==> config.mk <==
export PLATFORM = sky130hd
export DESIGN_NAME = paht_entry_upd
export DESIGN_NICKNAME = d
export VERILOG_FILES = /design/src/rtl/core/paht_pkg.sv /design/src/rtl/core/paht_entry_upd.sv
export SDC_FILE = /design/constraint.sdc
export NUM_CORES = 1
export LEC_CHECK = 0
export ABC_CLOCK_PERIOD_IN_PS = 11500
export BUFFER_PORTS_ARGS = -buffer_cell sky130_fd_sc_hd__clkbuf_2
export CELL_PAD_IN_SITES_DETAIL_PLACEMENT = 1
export CELL_PAD_IN_SITES_GLOBAL_PLACEMENT = 1
export CORE_UTILIZATION = 39
export DETAILED_ROUTE_END_ITERATION = 10
export GPL_ROUTABILITY_DRIVEN = 0
export PLACE_DENSITY = 0.95
export SYNTH_ARGS = -nofsm -noshare
export SYNTH_HDL_FRONTEND = slang
export SYNTH_SLANG_ARGS = --single-unit
==> constraint.sdc <==
create_clock -name vclk -period 11.5
set_clock_uncertainty 0.05 [all_clocks]
set_input_delay 0.575 -clock vclk [all_inputs]
set_output_delay 0.575 -clock vclk [all_outputs]
set_load 0.02 [all_outputs]
==> src/rtl/core/paht_pkg.sv <==
// Shared types, codes and constants of the page access hotness tracker.
package paht_pkg;

  // Defaults for the top-level parameters
  localparam int unsigned NUM_PAGES_DEF   = 4096;
  localparam int unsigned PAGE_SHIFT_DEF  = 21;
  localparam int unsigned COUNT_WIDTH_DEF = 16;

  // Fixed field widths
  localparam int unsigned ADDR_BITS    = 48;
  localparam int unsigned PAGE_IDX_W   = 12;
  localparam int unsigned THR_W        = 16;
  localparam int unsigned BASE_W       = 27;
  localparam int unsigned CLK_W        = 32;
  localparam int unsigned FLAG_W       = 3;
  localparam int unsigned CFG_IDX_W    = 3;
  localparam int unsigned CFG_DATA_W   = 27;
  // Width for frame and region arithmetic, wide enough for the base and for any frame when PAGE_SHIFT is at least 8
  localparam int unsigned SPAN_W       = 40;

  // Page flag bit positions
  localparam int unsigned FLAG_MAPPED  = 0;
  localparam int unsigned FLAG_HOT     = 1;
  localparam int unsigned FLAG_PENDING = 2;

  typedef enum logic [2:0] {
    OP_SAMPLE     = 3'd0,
    OP_APPLY_HOT  = 3'd1,
    OP_APPLY_COLD = 3'd2,
    OP_MAP        = 3'd3,
    OP_CLEAR      = 3'd4
  } opcode_e;

  typedef enum logic [1:0] {
    KIND_DRAM  = 2'd0,
    KIND_NVM   = 2'd1,
    KIND_WRITE = 2'd2
  } kind_e;

  typedef enum logic [1:0] {
    REQ_NONE = 2'd0,
    REQ_HOT  = 2'd1,
    REQ_COLD = 2'd2
  } req_e;

  typedef enum logic [CFG_IDX_W-1:0] {
    CFG_HOT_WR_THR = 3'd0,
    CFG_HOT_RD_THR = 3'd1,
    CFG_COOL_THR   = 3'd2,
    CFG_BASE_FRAME = 3'd3,
    CFG_REQ_EN     = 3'd4
  } cfg_idx_e;

  // Configuration register file contents
  typedef struct packed {
    logic [THR_W-1:0]  hot_wr_thr;
    logic [THR_W-1:0]  hot_rd_thr;
    logic [THR_W-1:0]  cool_thr;
    logic [BASE_W-1:0] base_frame;
    logic              req_en;
  } cfg_t;

  // Decoded request handed from the front end to the entry update
  typedef struct packed {
    logic [2:0] op;
    logic [1:0] kind;
    logic       hit;      // non-zero sample address inside the region
    logic       page_ok;  // page index below the page count
  } ctl_t;

endpackage

==> src/rtl/core/paht_entry_upd.sv <==
// Read-modify-write datapath for one page entry and the cooling clock step.
module paht_entry_upd #(
  parameter int unsigned COUNT_WIDTH = paht_pkg::COUNT_WIDTH_DEF,
  localparam int unsigned ENTRY_W = 3 * COUNT_WIDTH + paht_pkg::CLK_W + paht_pkg::FLAG_W
) (
  input  paht_pkg::ctl_t                 ctl_i,
  input  paht_pkg::cfg_t                 cfg_i,
  input  logic [paht_pkg::CLK_W-1:0]     gclk_i,
  input  logic [ENTRY_W-1:0]             entry_i,
  output logic [ENTRY_W-1:0]             entry_o,
  output logic                           wr_en_o,
  output paht_pkg::req_e                 req_o,
  output logic                           counted_o,
  output logic                           gclk_adv_o
);
  import paht_pkg::*;

  localparam int unsigned CMP_W = (COUNT_WIDTH > THR_W) ? COUNT_WIDTH + 1 : THR_W + 1;

  typedef struct packed {
    logic [COUNT_WIDTH-1:0] dram;
    logic [COUNT_WIDTH-1:0] nvm;
    logic [COUNT_WIDTH-1:0] wr;
    logic [CLK_W-1:0]       lclk;
    logic [FLAG_W-1:0]      flags;
  } entry_t;

  entry_t                 ent;
  entry_t                 nxt;
  logic [COUNT_WIDTH-1:0] cnt_old;
  logic [COUNT_WIDTH-1:0] cnt_inc;
  logic [COUNT_WIDTH-1:0] cnt_dec;
  logic [COUNT_WIDTH-1:0] dram_n;
  logic [COUNT_WIDTH-1:0] nvm_n;
  logic [COUNT_WIDTH-1:0] wr_n;
  logic [CMP_W-1:0]       rd_sum;
  logic [CLK_W-1:0]       age;
  logic                   hot;
  logic                   kind_ok;

  assign ent = entry_t'(entry_i);

  // Select and bump the sampled counter, saturating at all ones
  always_comb begin
    case (ctl_i.kind)
      KIND_DRAM: cnt_old = ent.dram;
      KIND_NVM:  cnt_old = ent.nvm;
      default:   cnt_old = ent.wr;
    endcase
    cnt_inc = (&cnt_old) ? cnt_old : cnt_old + 1'b1;
  end

  assign kind_ok = (ctl_i.kind <= KIND_WRITE);
  assign dram_n  = (ctl_i.kind == KIND_DRAM)  ? cnt_inc : ent.dram;
  assign nvm_n   = (ctl_i.kind == KIND_NVM)   ? cnt_inc : ent.nvm;
  assign wr_n    = (ctl_i.kind == KIND_WRITE) ? cnt_inc : ent.wr;

  // Classify against the write and summed read thresholds
  assign rd_sum = CMP_W'(dram_n) + CMP_W'(nvm_n);
  assign hot    = (CMP_W'(wr_n) >= CMP_W'(cfg_i.hot_wr_thr)) ||
                  (rd_sum >= CMP_W'(cfg_i.hot_rd_thr));

  // Decay by the distance to the global clock; far enough away clears it
  assign age     = gclk_i - ent.lclk;
  assign cnt_dec = (age >= CLK_W'(COUNT_WIDTH)) ? '0 : (cnt_inc >> age[5:0]);

  // Apply the operation to the entry
  always_comb begin
    nxt        = ent;
    wr_en_o    = 1'b0;
    req_o      = REQ_NONE;
    counted_o  = 1'b0;
    gclk_adv_o = 1'b0;
    unique case (ctl_i.op) inside
      OP_SAMPLE: begin
        if (ctl_i.hit && ent.flags[FLAG_MAPPED] && kind_ok) begin
          counted_o = 1'b1;
          wr_en_o   = 1'b1;
          if (cfg_i.req_en) begin
            if (hot) begin
              if (!ent.flags[FLAG_HOT] || !ent.flags[FLAG_PENDING]) begin
                nxt.flags[FLAG_PENDING] = 1'b1;
                req_o = REQ_HOT;
              end
            end else begin
              if (ent.flags[FLAG_HOT] || !ent.flags[FLAG_PENDING]) begin
                nxt.flags[FLAG_PENDING] = 1'b1;
                req_o = REQ_COLD;
              end
            end
          end
          case (ctl_i.kind)
            KIND_DRAM: nxt.dram = cnt_dec;
            KIND_NVM:  nxt.nvm  = cnt_dec;
            default:   nxt.wr   = cnt_dec;
          endcase
          nxt.lclk   = gclk_i;
          gclk_adv_o = (CMP_W'(cnt_dec) > CMP_W'(cfg_i.cool_thr));
        end
      end
      OP_APPLY_HOT, OP_APPLY_COLD: begin
        wr_en_o = ctl_i.page_ok;
        nxt.flags[FLAG_PENDING] = 1'b0;
        if (ent.flags[FLAG_MAPPED]) begin
          nxt.flags[FLAG_HOT] = (ctl_i.op == OP_APPLY_HOT);
        end
      end
      OP_MAP: begin
        wr_en_o = ctl_i.page_ok;
        nxt.flags[FLAG_MAPPED] = 1'b1;
      end
      OP_CLEAR: begin
        wr_en_o = ctl_i.page_ok;
        nxt.flags[FLAG_MAPPED] = 1'b0;
        nxt.flags[FLAG_HOT]    = 1'b0;
        nxt.dram = '0;
        nxt.nvm  = '0;
        nxt.wr   = '0;
      end
      default: begin
        wr_en_o = 1'b0;
      end
    endcase
  end

  assign entry_o = ENTRY_W'(nxt);

endmodule

After elaboration in Yosys (flattened, before gate mapping)
Cells that the tools add are included.

storage, ports and cells
  bits in registers = 0
  bits of input ports = 198
  output and inout bits = 88

cells by class
  $add $sub $neg = 3
  order comparisons = 5
  eq/ne operators = 6
  shift operators = 1
  multiplexer cells = 31
  reduce and logical (&&, ||, !) cells = 13

operators with widths
  kind                                                   number
  2-to-1 mux 16 bit                                      8
  case mux 48 bit (2 select lines)                       1
  2-to-1 mux 81 bit                                      1
  >= comparator 32 x 5 -> 1 bit (second input constant)  1
  2-to-1 mux 32 bit                                      1
  case mux 16 bit (2 select lines)                       1
  subtractor 32 bit                                      1
  adder 16 x 16 -> 17 bit                                1
  >= comparator 17 x 16 -> 1 bit                         1
  adder 16 x 1 -> 16 bit (second input constant)         1
  >= comparator 16 bit                                   1
  greater-than comparator 16 bit                         1
  AND reduction 16 bit                                   1
  >> shifter 16 x 6 -> 16 bit                            1
  2-to-1 mux 1 bit                                       10
  2-to-1 mux 2 bit                                       5
  case mux 1 bit (2 select lines)                        4
  equality test 3 x 2 -> 1 bit (second input constant)   2
  OR reduction 2 bit                                     2
  OR reduction 4 bit                                     1
  equality test 3 x 1 -> 1 bit (second input constant)   1
  equality test 3 bit (second input constant)            1
  zero test 3 bit                                        1
  logical OR 1 bit                                       3
  other kinds (6)                                        8

Logic depth before layout (Yosys ltp)
Gate-level depths: netlist of run 1.

  depth in word-level cells = 12
  mapped depth = 30

Worst setup path after synthesis of run 1
No wires, ideal clock.

  path kind = input-to-output
  from = input port ctl_i[3] (netlist name)
  to = output port req_o[1]
  arrival = 6,181 ps
  required time = 10,875 ps
  path slack = 4,694 ps
  cell stages on the path = 28
  buffers on the path = 2
  path through = buf_4 > buf_4 > mux2i_1 > inv_1 > ha_1 > o211ai_1 > or4_4 > nor2_4 > nand2_1 > a21boi_0 > o21ai_0 > ha_1 > a21o_1 > a21oi_1 > o21ai_0 > a211oi_1 > o31ai_1 > or4_1 > o311ai_0 > o211ai_1 > a21oi_1 > xnor2_1 > ha_1 > a2111oi_0 > o21ai_0 > a211o_1 > a31oi_1 > and4_1

on the way
  word-level cells in the longest chain between the ends = 12
  elaborated cells between the ends (all ways) = 20

RTL lines
  item                                                             line                                                              RTL
  start: declaration                                               paht_entry_upd.sv:6                                               input paht_pkg::ctl_t ctl_i,
  equality test 2 x 1 -> 1 bit or zero test 2 bit (tied branches)  paht_entry_upd.sv:45, paht_entry_upd.sv:55, paht_entry_upd.sv:54
  case mux 16 bit (2 select lines)                                 paht_entry_upd.sv:45                                              case (ctl_i.kind)
  adder 16 x 1 -> 16 bit or AND reduction 16 bit (tied branches)   paht_entry_upd.sv:50                                              cnt_inc = (&cnt_old) ? cnt_old : cnt_old + 1'b1;
  2-to-1 mux 16 bit                                                paht_entry_upd.sv:50
  2-to-1 mux 16 bit, on equally long branches                      paht_entry_upd.sv:54, paht_entry_upd.sv:55
  adder 16 x 16 -> 17 bit                                          paht_entry_upd.sv:59                                              assign rd_sum = CMP_W'(dram_n) + CMP_W'(nvm_n);
  >= comparator 17 x 16 -> 1 bit                                   paht_entry_upd.sv:61                                              (rd_sum >= CMP_W'(cfg_i.hot_rd_thr));
  logical OR 1 bit                                                 paht_entry_upd.sv:60                                              assign hot = (CMP_W'(wr_n) >= CMP_W'(cfg_i.hot_wr_thr)) ||
  2-to-1 mux 2 bit                                                 paht_entry_upd.sv:80                                              if (hot) begin
  2-to-1 mux 2 bit                                                 paht_entry_upd.sv:79                                              if (cfg_i.req_en) begin
  2-to-1 mux 2 bit (*)                                             paht_entry_upd.sv:76                                              if (ctl_i.hit && ent.flags[FLAG_MAPPED] && kind_ok) begin
  2-to-1 mux 2 bit (*)                                             paht_entry_upd.sv:74                                              unique case (ctl_i.op) inside
  end: declaration                                                 paht_entry_upd.sv:12                                              output paht_pkg::req_e req_o,

Every way passes the cells marked *; elsewhere a longest branch is shown, timed or not.

Worst setup path after layout of run 1
Ends and elaborated chain as after synthesis.

==> results of run 1 <==
[synthesized netlist by cell type, drive strengths merged, types with 7 or more instances]
cell | instances | area (µm²)
mux2 | 16 | 184
nor2b | 13 | 81.3
nand2b | 23 | 144
o21ai | 161 | 810
and2 | 7 | 46.3
and3 | 8 | 56.3
ha | 96 | 1200
buf | 20 | 133
a31oi | 11 | 75.1
nand3 | 29 | 145
nor2 | 73 | 289
clkbuf | 38 | 144
mux2i | 27 | 290
nand4 | 20 | 125
nand2 | 198 | 743
xor2 | 17 | 149
nor4 | 15 | 143
xnor2 | 26 | 228
o22ai | 8 | 50.1
a21oi | 73 | 369
or3 | 11 | 70.1
o31ai | 20 | 155
o2111ai | 8 | 70.1
nor3 | 41 | 221
a211oi | 16 | 138
inv | 109 | 409
o21a | 23 | 173
a21o | 17 | 128
o211ai | 10 | 75.1
[cell families after synthesis]
kind of cell / count (synthesis) / share of synthesized area (%)
adders and majority gates: 98 / 15.8
buffers and inverters: 167 / 8.71
and+or+nand+nor: 479 / 30.8
xor gates and xnor gates: 43 / 4.79
AOI/OAI and AO/OA: 403 / 32.5
muxes: 48 / 7.46
[stage by stage]
step	setup WS (ns)	cell area, µm²	std cells	total power [mW]
floorplan	4.69	7870	1238	0.404
global placement	3.30	9300	1714	0.566
detailed placement	2.88	9300	1714	0.596
CTS	2.81	9300	1714	0.599
global route	2.01	9300	1714	0.668
finish	2.58	9300	1714	0.615
[per-layer routing]
metal	up-vias	wire, µm	global-route usage (%)
met5	-	0	0
met2	563	16600	58.4
li1	4939	-	-
met4	0	2470	22.6
met3	190	2940	6.99
met1	5031	12900	36.0
[worst min path at each step]
stage,to,depth (start not counted),slack (ns)
3_5_place_dp,entry_o[34],4,1.44
3_3_place_gp,entry_o[34],4,1.43
2_1_floorplan,entry_o[77],2,1.25
6_report,entry_o[34],4,1.44
4_1_cts,entry_o[34],4,1.44
5_1_grt,wr_en_o,4,1.45
[critical path, delay by kind of cell]
| family | cells | cell delay [ns] |
|---|---|---|
| AO/OA/AOI/OAI | 15 | 3.79 |
| AND/OR/NAND/NOR | 5 | 1.61 |
| buffers and inverters | 4 | 1.12 |
| adder cells (fa/ha/maj) | 3 | 0.75 |
| multiplexers | 1 | 0.33 |
| XOR/XNOR | 1 | 0.12 |
[where the power goes]
group	internal [mW]	switching (mW)	leakage [nW]
combinational	0.223	0.392	4.61
sequential	0	0	0
clock	0	0	0
[cell type report]
type / count / share of cell area [%]
Inverter: 109 / 4.40
Tap cell: 265 / 3.57
Timing Repair Buffer: 269 / 14.8
Multi-Input combinational cell: 1071 / 77.3
==> flow_summary.toml, run 1 <==
[sta]
final_min_period_over_clock_period_pct = 77.6
setup_viol = 0
fin_tns_setup_ns = 0
worst-slew-pin-transition_ns = 0.996
final-max-slew-violation-count = 0
headroom_to_the_max_slew_limit_pct = 33.0
final.min_clock_period_ns = 8.92
final_hold_slack_ns = 1.44
max_freq_mhz = 112
setup_repair_after_global_routing_missed_its_margin = "false"
final_hold_viol_count = 0

[floorplan]
start_util_pct = 40.2
rows = 51
die_w_um = 144
die_height_um = 144
core_region_area_um2 = 19600
top_level_ports = 286
dieArea_um2 = 20700

[global_route]
groute.usage.overall_pct = 33.3
grt_ovf = 0
first_pass_grt_wire_length_um = 54900
grt_start_max_net_pins = 64
grt_pass1_vias = 10800
antenna_found_initial = 0

[cells_and_area]
areaGrowthSynthToFinish_pct = 18.1
commonest_non_fill_non_tap_cell_in_the_layout = "clkbuf_2"
ff_latch_area_um2 = 0
multiInputGateArea_um2 = 7180
drive_gt1_share_pct = 22.8
fin_util_pct = 47.4
flops_and_latches = 0
finalNetCount = 1747
antenna_cells = 0
clock_tree_buffer_count_of_the_final_layout = 0
n_fill_cell = 2743
final_cell_mix = "259 x clkbuf_2, 198 x nand2_1, 153 x o21ai_0, 108 x inv_1, 96 x ha_1"

[logic_synthesis]
synth_cells = 1238
yosys_warnings = 0
yosysSeqAreaShare_pct = 0
synth_fp_nets = 1534
synth_area_um2 = 7870
netlist-cell-type-count = 99
syn_area_per_cell_um2 = 6.36

[status]
outcome = "finished, final reports clean"

[hold_path]
worstHoldStart = "gclk_i[31]"
worstHoldPathType = "in -> out"

[drt]
drt_first_iter_violations = 649
post_drt_wl_per_cell_um = 20.4
num_vias = 10700
antenna_violating_nets_post_route = 0
avgViaCountPerCell = 6.26
drt_first_pass_iters = 5
detail_route.drc_violations = 0
drt_wl_total_um = 34900

[critical_path]
critical_path_class = "in -> out"
endpoint_kind = "primary output"
cp-start-kind = "input port"
cpMaxStageDelayCell = "a21boi_0"
worstPathArrival_ns = 8.30
crit_path_start = "ctl_i[3]"
crit_end = "req_o[1]"
worst_ep_required_time_ns = 10.88
worst-path-max-fanout = 36
worst_path_largest_cell_delay_ns = 0.66

[power]
power_leakage_nw = 4.61
max-vdd-ir-drop_v = 0.0000237
power_density_nw_per_um2 = 66.2

[cts]
cts.repair.resized = 0
cts_hold_buffers = 0
postCtsSetupRepairBufs = 0

[job]
max_cap_violations = 0

[placed_design]
portBuffers = 259
dp_hpwl_um = 29700
No activity file was read; power rests on OpenSTA's default activity.
==> run 2: changes to the inputs <==
Settings changed: ABC_CLOCK_PERIOD_IN_PS 11500 to 8900, CORE_UTILIZATION 39 to 36, PLACE_DENSITY 0.95 to 0.9.
Clock period 11.5 ns to 8.9 ns, I/O delays scaled along.
==> flow_summary.toml, run 2 (synthesized netlist as in run 1, its figures left out) <==
[power]
comb_power_share_pct = 100.0
power_density_nw_per_um2 = 84.6
sequential_cell_fraction_of_total_power_pct = 0
max-vdd-ir-drop_v = 0.0000288
clock_power_share_pct = 0
p_switching_uw = 499
report.power.total_uw = 788
power_leakage_nw = 4.62
intPower_uw = 288
switching_share_pct = 63.4

[drt]
post_drt_wl_per_cell_um = 19.7
drt_wl_total_um = 34000
num_vias = 10500
avgViaCountPerCell = 6.11
detail_route.drc_violations = 0
drt_first_iter_violations = 674
drt_first_pass_iters = 5
antenna_violating_nets_post_route = 0

[cells_and_area]
commonest_non_fill_non_tap_cell_in_the_layout = "clkbuf_2"
ff_latch_area_um2 = 0
clock_tree_buffer_count_of_the_final_layout = 0
final_design_area_no_fill_um2 = 9320
antenna_cells = 0
flops_and_latches = 0
n_fill_cell = 2949
finalNonFillerCells = 1725
finalNetCount = 1748
final_cell_mix = "259 x clkbuf_2, 198 x nand2_1, 153 x o21ai_0, 108 x inv_1, 96 x ha_1"
areaGrowthSynthToFinish_pct = 18.4
drive_gt1_share_pct = 22.9

[critical_path]
worst-path-max-fanout = 7
crit_path_start = "ctl_i[2]"
endpoint_kind = "primary output"
cp-start-kind = "input port"
worstPathArrival_ns = 7.58
worst_ep_required_time_ns = 8.41
critPathTopFamily = "compound AO/OA/AOI/OAI gates"
cp_num_buf_inv = 3
critical_path_class = "in -> out"
worst_path_largest_cell_delay_ns = 0.58
cpMaxStageDelayCell = "or4_4"

[floorplan]
start_util_pct = 37.1
die_height_um = 150
top_level_ports = 286
die_w_um = 150
rows = 53
core_region_area_um2 = 21200
dieArea_um2 = 22500

[placed_design]
placedInstanceArea_um2 = 9320
placed_cells = 1725
detailedPlace.worstSlack_ns = 1.02
dp_hpwl_um = 29300
portBuffers = 259

[global_route]
antenna_found_initial = 0
groute.usage.overall_pct = 29.3
grt_pass1_vias = 10700
first_pass_grt_wire_length_um = 53300
grt_start_max_net_pins = 64
grt_ovf = 0

[hold_path]
worstHoldPathType = "in -> out"
worstHoldStart = "ctl_i[0]"

[cts]
cts_hold_buffers = 0
postCtsSetupRepairBufs = 0
cts.repair.resized = 0

[sta]
headroom_to_the_max_slew_limit_pct = 35.3
worst-slew-pin-transition_ns = 0.958
setup_ws_post_layout_ns = 0.822
final.min_clock_period_ns = 8.08
fin_tns_setup_ns = 0
final_min_period_over_clock_period_pct = 90.8
final-max-slew-violation-count = 0
max_freq_mhz = 124
setup_viol = 0
setup_repair_after_global_routing_missed_its_margin = "false"
final_hold_viol_count = 0

[job]
max_cap_violations = 0

[status]
outcome = "finished, final reports clean"
==> run 2: cell types whose count changed in the layout (fill, tap and decap cells not counted), sizes merged <==
cell / before / now
buf: 10 / 11
==> run 2: routing by layer <==
layer / wire length (µm) / part of all wire, % / vias to the layer above / track usage (%)
met2: 16500 / 49 / 487 / 53.3
met4: 1960 / 5.8 / 0 / 15.9
li1: - / - / 4949 / -
met5: 0 / 0 / - / 0
met1: 13100 / 39 / 4985 / 33.2
met3: 2340 / 6.9 / 125 / 3.45
==> run 2: final timing paths <==
path / end / slack (ns) / cells past startpoint
worst min-delay path: wr_en_o / 1.17 / 4
worst max-delay path: req_o[1] / 0.82 / 29
==> run 2: stage by stage <==
step / util [%] / hold WS [ns]
after global placement: 43.9 / 1.17
final: 43.9 / 1.17
after global routing: 43.9 / 1.21
after detailed placement: 43.9 / 1.17
after CTS: 43.9 / 1.17
after floorplan: - / 0.993
==> run 2: final cells by class <==
| cell class | instances | area (µm²) | share of cell area [%] |
|---|---|---|---|
| Inverter | 109 | 409 | 4.39 |
| Multi-Input combinational cell | 1071 | 7180 | 77.1 |
| Tap cell | 275 | 344 | 3.69 |
| Timing Repair Buffer | 270 | 1380 | 14.8 |
==> run 2: power by group through the flow <==
| stage | clock, mW | sequential, mW | combinational [mW] |
|---|---|---|---|
| 2_1_floorplan | 0 | 0 | 0.522 |
| 3_3_place_gp | 0 | 0 | 0.735 |
| 3_5_place_dp | 0 | 0 | 0.769 |
| 4_1_cts | 0 | 0 | 0.773 |
| 5_1_grt | 0 | 0 | 0.851 |
| 6_report | 0 | 0 | 0.788 |
